==> config.mk <==
export PLATFORM = sky130hd
export DESIGN_NAME = velocity_test_pattern_generator
export DESIGN_NICKNAME = d
export VERILOG_FILES = /design/src/rtl/core/vtpg_pkg.sv /design/src/rtl/core/vtpg_cfg.sv /design/src/rtl/core/vtpg_shape.sv /design/src/rtl/core/vtpg_engine.sv /design/src/rtl/core/velocity_test_pattern_generator.sv
export VERILOG_INCLUDE_DIRS = /design/src /design/src/rtl/core
export SDC_FILE = /design/constraint.sdc
export NUM_CORES = 2
export LEC_CHECK = 0
export BUFFER_PORTS_ARGS = -buffer_cell sky130_fd_sc_hd__clkbuf_2
export CAP_MARGIN = 15
export CORE_UTILIZATION = 40
export DETAILED_ROUTE_END_ITERATION = 8
export PLACE_DENSITY = 0.62
export REMOVE_ABC_BUFFERS = 1
export SLEW_MARGIN = 5
export SYNTH_ARGS = -nofsm -noshare
export SYNTH_HDL_FRONTEND = slang
export SYNTH_SLANG_ARGS = --single-unit
export TNS_END_PERCENT = 20
==> constraint.sdc <==
create_clock -name clk -period 13.35 [get_ports clk]
set_input_delay 1.335 -clock clk [delete_from_list [all_inputs] [get_ports clk]]
set_output_delay 1.335 -clock clk [all_outputs]
set_load 0.005 [all_outputs]
==> src/rtl/core/assert_macros.svh <==
// Assertion macros shared by the RTL files that carry checks.
`ifndef ASSERT_MACROS_SVH
`define ASSERT_MACROS_SVH

// Checks that a property holds at every rising clock edge outside reset.
`define ASSERT_ALWAYS(label, prop, msg) \
  label: assert property (@(posedge clk) disable iff (rst) (prop)) else $error(msg);

// Checks that a condition implies a property at the same clock edge.
`define ASSERT_IMPLIES(label, cond, prop, msg) \
  label: assert property (@(posedge clk) disable iff (rst) (cond) |-> (prop)) else $error(msg);

`endif

==> src/rtl/core/vtpg_pkg.sv <==
// Types, codes, reset values and helper functions of the velocity test pattern generator.
package vtpg_pkg;

  localparam logic [1:0] OP_TICK   = 2'd0;
  localparam logic [1:0] OP_ENABLE = 2'd1;
  localparam logic [1:0] OP_STOP   = 2'd2;

  localparam logic [2:0] REASON_RUNNING   = 3'd0;
  localparam logic [2:0] REASON_STOP      = 3'd1;
  localparam logic [2:0] REASON_INACTIVE  = 3'd2;
  localparam logic [2:0] REASON_COMPLETED = 3'd3;
  localparam logic [2:0] REASON_DISABLED  = 3'd4;

  localparam logic [2:0] PAT_CONSTANT     = 3'd0;
  localparam logic [2:0] PAT_PULSE        = 3'd1;
  localparam logic [2:0] PAT_REVERSE      = 3'd2;
  localparam logic [2:0] PAT_STRAFE_LEFT  = 3'd3;
  localparam logic [2:0] PAT_STRAFE_RIGHT = 3'd4;
  localparam logic [2:0] PAT_ROTATE_LEFT  = 3'd5;
  localparam logic [2:0] PAT_ROTATE_RIGHT = 3'd6;

  localparam logic [2:0] REG_PATTERN_SELECT  = 3'd0;
  localparam logic [2:0] REG_MODE_FLAGS      = 3'd1;
  localparam logic [2:0] REG_TARGET_VELOCITY = 3'd2;
  localparam logic [2:0] REG_VELOCITY_LIMIT  = 3'd3;
  localparam logic [2:0] REG_RUN_DURATION    = 3'd4;
  localparam logic [2:0] REG_PULSE_ON        = 3'd5;
  localparam logic [2:0] REG_PULSE_OFF       = 3'd6;
  localparam logic [2:0] REG_STOP_TIMEOUT    = 3'd7;

  localparam int FLAG_REPEAT        = 0;
  localparam int FLAG_ZERO_INACTIVE = 1;
  localparam int FLAG_STOP_BLOCKS   = 2;
  localparam int FLAG_START_ENABLED = 3;

  localparam logic [2:0]  RST_PATTERN_SELECT  = 3'd0;
  localparam logic [3:0]  RST_MODE_FLAGS      = 4'd6;
  localparam logic [47:0] RST_TARGET_VELOCITY = 48'd80;
  localparam logic [47:0] RST_VELOCITY_LIMIT  = 48'h0190_0096_0096;
  localparam logic [31:0] RST_RUN_DURATION    = 32'd2000;
  localparam logic [31:0] RST_PULSE_ON        = 32'd500;
  localparam logic [31:0] RST_PULSE_OFF       = 32'd500;
  localparam logic [31:0] RST_STOP_TIMEOUT    = 32'd500;

  localparam logic signed [15:0] ROTATE_DEFAULT = 16'sd250;
  localparam logic signed [15:0] VEL_MAX        = 16'sh7FFF;
  localparam logic signed [15:0] VEL_MIN        = 16'sh8000;

  typedef struct packed {
    logic [1:0]  op;
    logic        level;
    logic [31:0] now_ms;
  } item_t;

  typedef struct packed {
    logic               has_command;
    logic signed [15:0] vel_x;
    logic signed [15:0] vel_y;
    logic signed [15:0] vel_turn;
    logic [2:0]         reason;
    logic               run_active;
    logic               run_completed;
    logic               phase_on;
    logic               stop_in_force;
  } result_t;

  typedef struct packed {
    logic [2:0]  pattern_select;
    logic [3:0]  mode_flags;
    logic [47:0] target_velocity;
    logic [47:0] velocity_limit;
    logic [31:0] run_duration_ms;
    logic [31:0] pulse_on_ms;
    logic [31:0] pulse_off_ms;
    logic [31:0] stop_timeout_ms;
  } cfg_t;

  typedef struct packed {
    logic signed [15:0] x;
    logic signed [15:0] y;
    logic signed [15:0] turn;
  } vel_t;

  function automatic logic signed [15:0] sat_abs(input logic signed [15:0] v);
    logic signed [15:0] r;
    if (v == VEL_MIN) begin
      r = VEL_MAX;
    end else if (v < 16'sd0) begin
      r = -v;
    end else begin
      r = v;
    end
    return r;
  endfunction

  function automatic logic signed [15:0] clamp_axis(input logic signed [15:0] v,
                                                     input logic [15:0] lim);
    logic signed [17:0] vw;
    logic signed [17:0] lw;
    logic signed [17:0] nl;
    logic signed [15:0] r;
    vw = {{2{v[15]}}, v};
    lw = $signed({2'b00, lim});
    nl = -lw;
    if (vw > lw) begin
      r = $signed(lim);
    end else if (vw < nl) begin
      r = nl[15:0];
    end else begin
      r = v;
    end
    return r;
  endfunction

endpackage

==> src/rtl/core/vtpg_cfg.sv <==
// Configuration register file of the velocity test pattern generator.
module vtpg_cfg (
  input  logic              clk,
  input  logic              rst,
  input  logic              cfg_valid,
  input  logic              cfg_ready,
  input  logic [2:0]        cfg_index,
  input  logic [47:0]       cfg_data,
  output vtpg_pkg::cfg_t    cfg
);

  always_ff @(posedge clk) begin
    if (rst) begin
      cfg.pattern_select  <= vtpg_pkg::RST_PATTERN_SELECT;
      cfg.mode_flags      <= vtpg_pkg::RST_MODE_FLAGS;
      cfg.target_velocity <= vtpg_pkg::RST_TARGET_VELOCITY;
      cfg.velocity_limit  <= vtpg_pkg::RST_VELOCITY_LIMIT;
      cfg.run_duration_ms <= vtpg_pkg::RST_RUN_DURATION;
      cfg.pulse_on_ms     <= vtpg_pkg::RST_PULSE_ON;
      cfg.pulse_off_ms    <= vtpg_pkg::RST_PULSE_OFF;
      cfg.stop_timeout_ms <= vtpg_pkg::RST_STOP_TIMEOUT;
    end else if (cfg_valid && cfg_ready) begin
      case (cfg_index)
        vtpg_pkg::REG_PATTERN_SELECT:  cfg.pattern_select  <= cfg_data[2:0];
        vtpg_pkg::REG_MODE_FLAGS:      cfg.mode_flags      <= cfg_data[3:0];
        vtpg_pkg::REG_TARGET_VELOCITY: cfg.target_velocity <= cfg_data;
        vtpg_pkg::REG_VELOCITY_LIMIT:  cfg.velocity_limit  <= cfg_data;
        vtpg_pkg::REG_RUN_DURATION:    cfg.run_duration_ms <= cfg_data[31:0];
        vtpg_pkg::REG_PULSE_ON:        cfg.pulse_on_ms     <= cfg_data[31:0];
        vtpg_pkg::REG_PULSE_OFF:       cfg.pulse_off_ms    <= cfg_data[31:0];
        vtpg_pkg::REG_STOP_TIMEOUT:    cfg.stop_timeout_ms <= cfg_data[31:0];
        default: begin
        end
      endcase
    end
  end

endmodule

==> src/rtl/core/vtpg_shape.sv <==
// Pattern shaping and per-axis clamping of the velocity command.
module vtpg_shape (
  input  logic [2:0]      pattern_select,
  input  logic [47:0]     target_velocity,
  input  logic [47:0]     velocity_limit,
  input  logic            phase_on,
  output vtpg_pkg::vel_t  vel
);

  logic signed [15:0] vx;
  logic signed [15:0] vy;
  logic signed [15:0] wz;
  logic signed [15:0] strafe_mag;
  logic signed [15:0] rotate_mag;
  vtpg_pkg::vel_t     raw;

  assign vx = $signed(target_velocity[15:0]);
  assign vy = $signed(target_velocity[31:16]);
  assign wz = $signed(target_velocity[47:32]);

  assign strafe_mag = vtpg_pkg::sat_abs((vy > 16'sd0) ? vy : vx);
  assign rotate_mag = vtpg_pkg::sat_abs((wz > 16'sd0) ? wz : vtpg_pkg::ROTATE_DEFAULT);

  always_comb begin
    raw.x    = vx;
    raw.y    = vy;
    raw.turn = wz;
    case (pattern_select)
      vtpg_pkg::PAT_PULSE: begin
        if (!phase_on) begin
          raw.x    = 16'sd0;
          raw.y    = 16'sd0;
          raw.turn = 16'sd0;
        end
      end
      vtpg_pkg::PAT_REVERSE: begin
        raw.x = -vtpg_pkg::sat_abs(vx);
      end
      vtpg_pkg::PAT_STRAFE_LEFT: begin
        raw.x = 16'sd0;
        raw.y = strafe_mag;
      end
      vtpg_pkg::PAT_STRAFE_RIGHT: begin
        raw.x = 16'sd0;
        raw.y = -strafe_mag;
      end
      vtpg_pkg::PAT_ROTATE_LEFT: begin
        raw.x    = 16'sd0;
        raw.y    = 16'sd0;
        raw.turn = rotate_mag;
      end
      vtpg_pkg::PAT_ROTATE_RIGHT: begin
        raw.x    = 16'sd0;
        raw.y    = 16'sd0;
        raw.turn = -rotate_mag;
      end
      default: begin
      end
    endcase
  end

  assign vel.x    = vtpg_pkg::clamp_axis(raw.x, velocity_limit[15:0]);
  assign vel.y    = vtpg_pkg::clamp_axis(raw.y, velocity_limit[31:16]);
  assign vel.turn = vtpg_pkg::clamp_axis(raw.turn, velocity_limit[47:32]);

endmodule

==> src/rtl/core/vtpg_engine.sv <==
// Run state, safety-stop tracking and result decision for one request per cycle while fire is asserted.
module vtpg_engine (
  input  logic              clk,
  input  logic              rst,
  input  logic              fire,
  input  vtpg_pkg::item_t   item,
  input  vtpg_pkg::cfg_t    cfg,
  output logic              has_result,
  output vtpg_pkg::result_t res
);

  logic        active;
  logic        completed;
  logic        pulse_on;
  logic [31:0] run_start;
  logic [31:0] phase_start;
  logic        stop_level;
  logic        stop_seen;
  logic [31:0] stop_stamp;
  logic        autostart_pending;

  logic        active_next;
  logic        completed_next;
  logic        pulse_on_next;
  logic [31:0] run_start_next;
  logic [31:0] phase_start_next;
  logic        stop_level_next;
  logic        stop_seen_next;
  logic [31:0] stop_stamp_next;
  logic        autostart_pending_next;

  logic        known_op;
  logic        auto_begin;
  logic        active_a;
  logic [31:0] run_elapsed;
  logic [31:0] phase_elapsed;
  logic [31:0] stop_age;
  logic        stop_fresh;
  logic        run_over;
  logic        fresh_run;
  logic        pulse_base;
  logic        shape_phase;
  vtpg_pkg::vel_t vel;

  assign known_op   = (item.op == vtpg_pkg::OP_TICK) || (item.op == vtpg_pkg::OP_ENABLE) ||
                      (item.op == vtpg_pkg::OP_STOP);
  assign auto_begin = autostart_pending && cfg.mode_flags[vtpg_pkg::FLAG_START_ENABLED];
  assign active_a   = active || auto_begin;

  assign stop_age      = item.now_ms - stop_stamp;
  assign stop_fresh    = stop_seen && (stop_age <= cfg.stop_timeout_ms) && stop_level;
  assign run_elapsed   = auto_begin ? 32'd0 : (item.now_ms - run_start);
  assign run_over      = run_elapsed >= cfg.run_duration_ms;
  assign fresh_run     = auto_begin || run_over;
  assign phase_elapsed = fresh_run ? 32'd0 : (item.now_ms - phase_start);
  assign pulse_base    = fresh_run ? 1'b1 : pulse_on;

  always_comb begin
    shape_phase = pulse_base;
    if (cfg.pattern_select == vtpg_pkg::PAT_PULSE) begin
      if (pulse_base && (phase_elapsed >= cfg.pulse_on_ms)) begin
        shape_phase = 1'b0;
      end else if (!pulse_base && (phase_elapsed >= cfg.pulse_off_ms)) begin
        shape_phase = 1'b1;
      end
    end
  end

  vtpg_shape u_shape (
    .pattern_select  (cfg.pattern_select),
    .target_velocity (cfg.target_velocity),
    .velocity_limit  (cfg.velocity_limit),
    .phase_on        (shape_phase),
    .vel             (vel)
  );

  always_comb begin
    active_next            = active;
    completed_next         = completed;
    pulse_on_next          = pulse_on;
    run_start_next         = run_start;
    phase_start_next       = phase_start;
    stop_level_next        = stop_level;
    stop_seen_next         = stop_seen;
    stop_stamp_next        = stop_stamp;
    autostart_pending_next = autostart_pending;
    has_result             = 1'b0;
    res.has_command        = 1'b1;
    res.vel_x              = 16'sd0;
    res.vel_y              = 16'sd0;
    res.vel_turn           = 16'sd0;
    res.reason             = vtpg_pkg::REASON_RUNNING;

    if (known_op) begin
      autostart_pending_next = 1'b0;
      if (auto_begin) begin
        active_next      = 1'b1;
        run_start_next   = item.now_ms;
        phase_start_next = item.now_ms;
        pulse_on_next    = 1'b1;
      end
    end

    case (item.op)
      vtpg_pkg::OP_ENABLE: begin
        active_next = item.level;
        if (item.level && !active_a) begin
          run_start_next   = item.now_ms;
          phase_start_next = item.now_ms;
          pulse_on_next    = 1'b1;
          completed_next   = 1'b0;
        end
        if (!item.level) begin
          completed_next = 1'b0;
          has_result     = 1'b1;
          res.reason     = vtpg_pkg::REASON_DISABLED;
        end
      end
      vtpg_pkg::OP_STOP: begin
        stop_level_next = item.level;
        stop_seen_next  = 1'b1;
        stop_stamp_next = item.now_ms;
      end
      vtpg_pkg::OP_TICK: begin
        has_result = 1'b1;
        if (cfg.mode_flags[vtpg_pkg::FLAG_STOP_BLOCKS] && stop_fresh) begin
          res.reason = vtpg_pkg::REASON_STOP;
        end else if (!active_a) begin
          res.has_command = cfg.mode_flags[vtpg_pkg::FLAG_ZERO_INACTIVE];
          res.reason      = completed ? vtpg_pkg::REASON_COMPLETED : vtpg_pkg::REASON_INACTIVE;
        end else if (run_over && !cfg.mode_flags[vtpg_pkg::FLAG_REPEAT]) begin
          active_next    = 1'b0;
          completed_next = 1'b1;
          res.reason     = vtpg_pkg::REASON_COMPLETED;
        end else begin
          if (run_over) begin
            completed_next = 1'b0;
          end
          if (fresh_run) begin
            run_start_next   = item.now_ms;
            phase_start_next = item.now_ms;
          end
          if (shape_phase != pulse_base) begin
            phase_start_next = item.now_ms;
          end
          pulse_on_next = shape_phase;
          res.vel_x     = vel.x;
          res.vel_y     = vel.y;
          res.vel_turn  = vel.turn;
        end
      end
      default: begin
      end
    endcase

    res.run_active    = active_next;
    res.run_completed = completed_next;
    res.phase_on      = pulse_on_next;
    res.stop_in_force = stop_fresh;
  end

  always_ff @(posedge clk) begin
    if (rst) begin
      active            <= 1'b0;
      completed         <= 1'b0;
      pulse_on          <= 1'b1;
      run_start         <= 32'd0;
      phase_start       <= 32'd0;
      stop_level        <= 1'b0;
      stop_seen         <= 1'b0;
      stop_stamp        <= 32'd0;
      autostart_pending <= 1'b1;
    end else if (fire) begin
      active            <= active_next;
      completed         <= completed_next;
      pulse_on          <= pulse_on_next;
      run_start         <= run_start_next;
      phase_start       <= phase_start_next;
      stop_level        <= stop_level_next;
      stop_seen         <= stop_seen_next;
      stop_stamp        <= stop_stamp_next;
      autostart_pending <= autostart_pending_next;
    end
  end

endmodule

==> src/rtl/core/velocity_test_pattern_generator.sv <==
// Top level of the velocity test pattern generator: input register, engine, result register.
// A request is captured in the input register, passes the combinational engine when it fires, and
// its result is captured in the result register; a stalled result holds the request in place.
// Throughput: one request per cycle while result_stall does not hold back a pending result.
// Reset: synchronous rst returns the valid flags, configuration and run state to reset values.
`include "assert_macros.svh"

module velocity_test_pattern_generator (
  input  logic                clk,
  input  logic                rst,
  input  logic                item_valid,
  output logic                item_stall,
  input  vtpg_pkg::item_t     item,
  output logic                result_valid,
  input  logic                result_stall,
  output vtpg_pkg::result_t   result,
  input  logic                cfg_valid,
  output logic                cfg_ready,
  input  logic [2:0]          cfg_index,
  input  logic [47:0]         cfg_data
);

  vtpg_pkg::cfg_t    cfg;
  vtpg_pkg::item_t   held;
  logic              held_valid;
  logic              advance;
  logic              fire;
  logic              has_result;
  vtpg_pkg::result_t res;

  assign cfg_ready  = 1'b1;
  assign advance    = !(result_valid && result_stall);
  assign item_stall = held_valid && !advance;
  assign fire       = held_valid && advance;

  vtpg_cfg u_cfg (
    .clk       (clk),
    .rst       (rst),
    .cfg_valid (cfg_valid),
    .cfg_ready (cfg_ready),
    .cfg_index (cfg_index),
    .cfg_data  (cfg_data),
    .cfg       (cfg)
  );

  vtpg_engine u_engine (
    .clk        (clk),
    .rst        (rst),
    .fire       (fire),
    .item       (held),
    .cfg        (cfg),
    .has_result (has_result),
    .res        (res)
  );

  always_ff @(posedge clk) begin
    if (rst) begin
      held_valid <= 1'b0;
    end else if (!item_stall) begin
      held_valid <= item_valid;
    end
  end

  always_ff @(posedge clk) begin
    if (item_valid && !item_stall) begin
      held <= item;
    end
  end

  always_ff @(posedge clk) begin
    if (rst) begin
      result_valid <= 1'b0;
    end else if (advance) begin
      result_valid <= fire && has_result;
    end
  end

  always_ff @(posedge clk) begin
    if (fire && has_result) begin
      result <= res;
    end
  end

  `ASSERT_IMPLIES(a_stall_only_when_blocked, item_stall, result_valid && result_stall,
                  "input stalled while the result register is free")
  `ASSERT_ALWAYS(a_no_active_and_completed,
                 !(result_valid && result.run_active && result.run_completed),
                 "result shows a run both active and completed")
  `ASSERT_IMPLIES(a_disabled_is_idle,
                  result_valid && (result.reason == vtpg_pkg::REASON_DISABLED),
                  !result.run_active && result.has_command,
                  "disable result with a run still active")
  `ASSERT_IMPLIES(a_running_has_command,
                  result_valid && (result.reason == vtpg_pkg::REASON_RUNNING),
                  result.has_command && result.run_active,
                  "running result without a command or an active run")

endmodule
==> results.toml <==
[sta]
slew-limit-headroom_pct = 28.1
setup_viol = 0
skew_ps = 71.5
timing.final.ws_setup_ps = 990
hold_viol = 0
final.period_utilization_pct = 92.6
worst_pin_slew_ps = 1070
finalMaxSlewViolations = 0
fmax_ghz = 0.0809
period_minus_slack_ps = 12360
rsz0062_at_grt = "no"
fin_tns_setup_ps = 0

[synthesis]
synth_cells = 4091
netlist_top_cells_count = "660 x nand2_1, 397 x a21oi_1, 335 x dfxtp_1"
syn-cell-area_um2 = 32000
netlist_top_cells_area = "dfxtp_1 21%, ha_1 13%, edfxtp_1 8.5%, nand2_1 7.7%, a21oi_1 6.2%"
synth_edf_count = 91
synth_top_area_share_pct = 21.0
yosysWarnings = 0
ys_seq_area_share_pct = 29.5
synth_flop_cell = "dfxtp_1"
async_reset_ff_share_pct = 0
synth_cell_types = 92
avgSynthCellArea_um2 = 7.82
synth_most_common_cell = "nand2_1"
synth.largest_area_cell = "dfxtp_1"
synth-seq-cells = 426

[routing]
num_vias = 29700
drc = 0
routed_wl_um = 102000
wl_per_cell_um = 19.5
drt-pass1-iter-count = 6
vias_per_cell = 5.69
drt_iter0_markers = 2224
antenna_left = 0

[power]
fin_total_pwr_w = 0.00387
power_density_nw_per_um2 = 109
ir_drop_uv = 107
p_leak_nw = 14.0

[grt]
grt_pass1_vias = 28400
antenna_found_initial = 2
grt_max_degree = 207
grtUsageTotal_pct = 24.6
grt_pass1_wl_um = 160000
grt_overflow = 0

[placed_design]
place.gp.congestion = 0.932
place_hpwl_um = 73300
postPlaceCellArea_um2 = 33600
port_buffers = 148
post-place-ws_ps = 969

[run]
cap_viol_max_count = 0

[clock_tree]
clkSinkCount = 426
cts_root_buf = "clkbuf_16"
cts_tree = "yes"
clock_latency_ps = 660
numCtsBuffers = 52
cts_max_level = 2
clock_tree.buffer_depth = 3
path_clk_slew_ps = 60

[worst_setup_path]
critical-path-slowest-cell = "nor2_1"
r2r_start = "held[0]"
cpLargestDelayFamily = "compound AO/OA/AOI/OAI gates"
endpoint_kind = "flip-flop"
crit_buf_inv = 5
reg2reg_to = "result[8]"
r2r_cells = 49
worstSetupStartpoint = "held[0]"
crit_fanout = 15
crit_cells = 49
arrival_ps = 12830
max_stage_delay_ps = 660
required_ps = 13820
critical_path.endpoint = "result[8]"
critical_path_class = "flip-flop to flip-flop"
start_kind = "flip-flop"
ff2ff_setup_slack_ps = 990

[die]
die_area_um2 = 81100
rows = 103
start_util_pct = 40.5
die_w_um = 285
die_h_um = 285
ioPinCount = 150
coreArea_um2 = 79000

[layout]
synthToLayoutAreaGrowth_pct = 10.9
final_nets = 4544
fin_area_um2 = 35500
drive_gt1_share_pct = 9.36

[min_path]
hp-class = "flip-flop to flip-flop"

[status]
status = "complete, no violations"
## area by class of cell
| class | count | area [um^2] |
|---|---|---|
| Antenna cell | 3 | 7.51 |
| Clock buffer | 69 | 1460 |
| Clock inverter | 29 | 375 |
| Fill cell | 8028 | 43500 |
| Inverter | 334 | 1250 |
| Multi-Input combinational cell | 3111 | 20500 |
| Sequential cell | 426 | 9440 |
| Tap cell | 1050 | 1310 |
| Timing Repair Buffer | 196 | 1140 |
## cells in the final DEF (no fill, tap or decap), drive strengths merged, types with 48 or more instances in the layout
cell / instances
nor2: 259
nand3: 60
a21oi: 399
o211ai: 56
nand3b: 65
nand2: 660
buf: 49
clkbuf: 216
ha: 329
a221oi: 64
inv: 337
xnor2: 110
nor3: 103
dfxtp: 335
nor2b: 48
o21ai: 157
edfxtp: 91
a21o: 106
## report_power, final
part	internal, W	leakage [nW]	total [W]	switching, W
combinational	0.000364	9.60	0.000944	0.000581
sequential	0.00135	3.51	0.00139	0.0000395
clock	0.000908	0.899	0.00153	0.000627
total	0.00263	14.0	0.00387	0.00125
## registers in the layout (all words and copies together), names as in the netlist, 32 cells and up
signal and flops:
u_engine.phase_start 32, u_cfg.cfg 231, held 35, u_engine.run_start 32, result 56, u_engine.stop_stamp 32
## worst min-delay path, cell delays in order, from the launching register on
cell and delay [ps]:
dfxtp_1 310, nand2_1 50, a21oi_1 50
## worst min-delay path by stage
stage,slack (ps),to,startpoint,depth (start not counted)
floorplan,430,u_cfg.cfg[101],u_cfg.cfg[101],2
global placement,440,u_engine.stop_stamp[5],u_engine.stop_stamp[5],2
detailed placement,450,u_engine.stop_stamp[3],u_engine.stop_stamp[3],2
CTS,450,u_engine.stop_stamp[10],u_engine.stop_stamp[10],2
global route,470,u_cfg.cfg[18],u_cfg.cfg[18],2
finish,450,u_engine.stop_stamp[8],u_engine.stop_stamp[8],2
## metal layers
metal | part of all wire, % | vias to the layer above | global-route usage, %
met3 | 5.8 | 184 | 2.69
li1 | - | 14600 | -
met1 | 44 | 14000 | 32.0
met2 | 47 | 891 | 41.8
met5 | 0 | - | 0
met4 | 3.3 | 0 | 8.92
## stage by stage
| step | hold slack [ps] | cells | utilization, % |
|---|---|---|---|
| 2_1_floorplan | 430 | 3871 | - |
| 3_3_place_gp | 441 | 5116 | 42.5 |
| 3_5_place_dp | 446 | 5116 | 42.5 |
| 4_1_cts | 455 | 5214 | 44.9 |
| 5_1_grt | 466 | 5215 | 44.9 |
| 6_report | 452 | 5218 | 44.9 |
## repair_timing
action                     CTS  global route
resized for setup            0             2
setup buffers                0             0
setup endpoints to repair    0            26
hold buffers                 0             0
## cell families after synthesis
family                   share of synthesized area (%)
adder cells (fa/ha/maj)                           13.1
other                                           0.0117
flip-flops                                        29.5
AND/OR/NAND/NOR                                   20.9
multiplexers                                      2.68
AO/OA/AOI/OAI                                     22.8
XOR/XNOR                                          4.27
buffers and inverters                             6.71
Power figures use the tool's default switching activity.
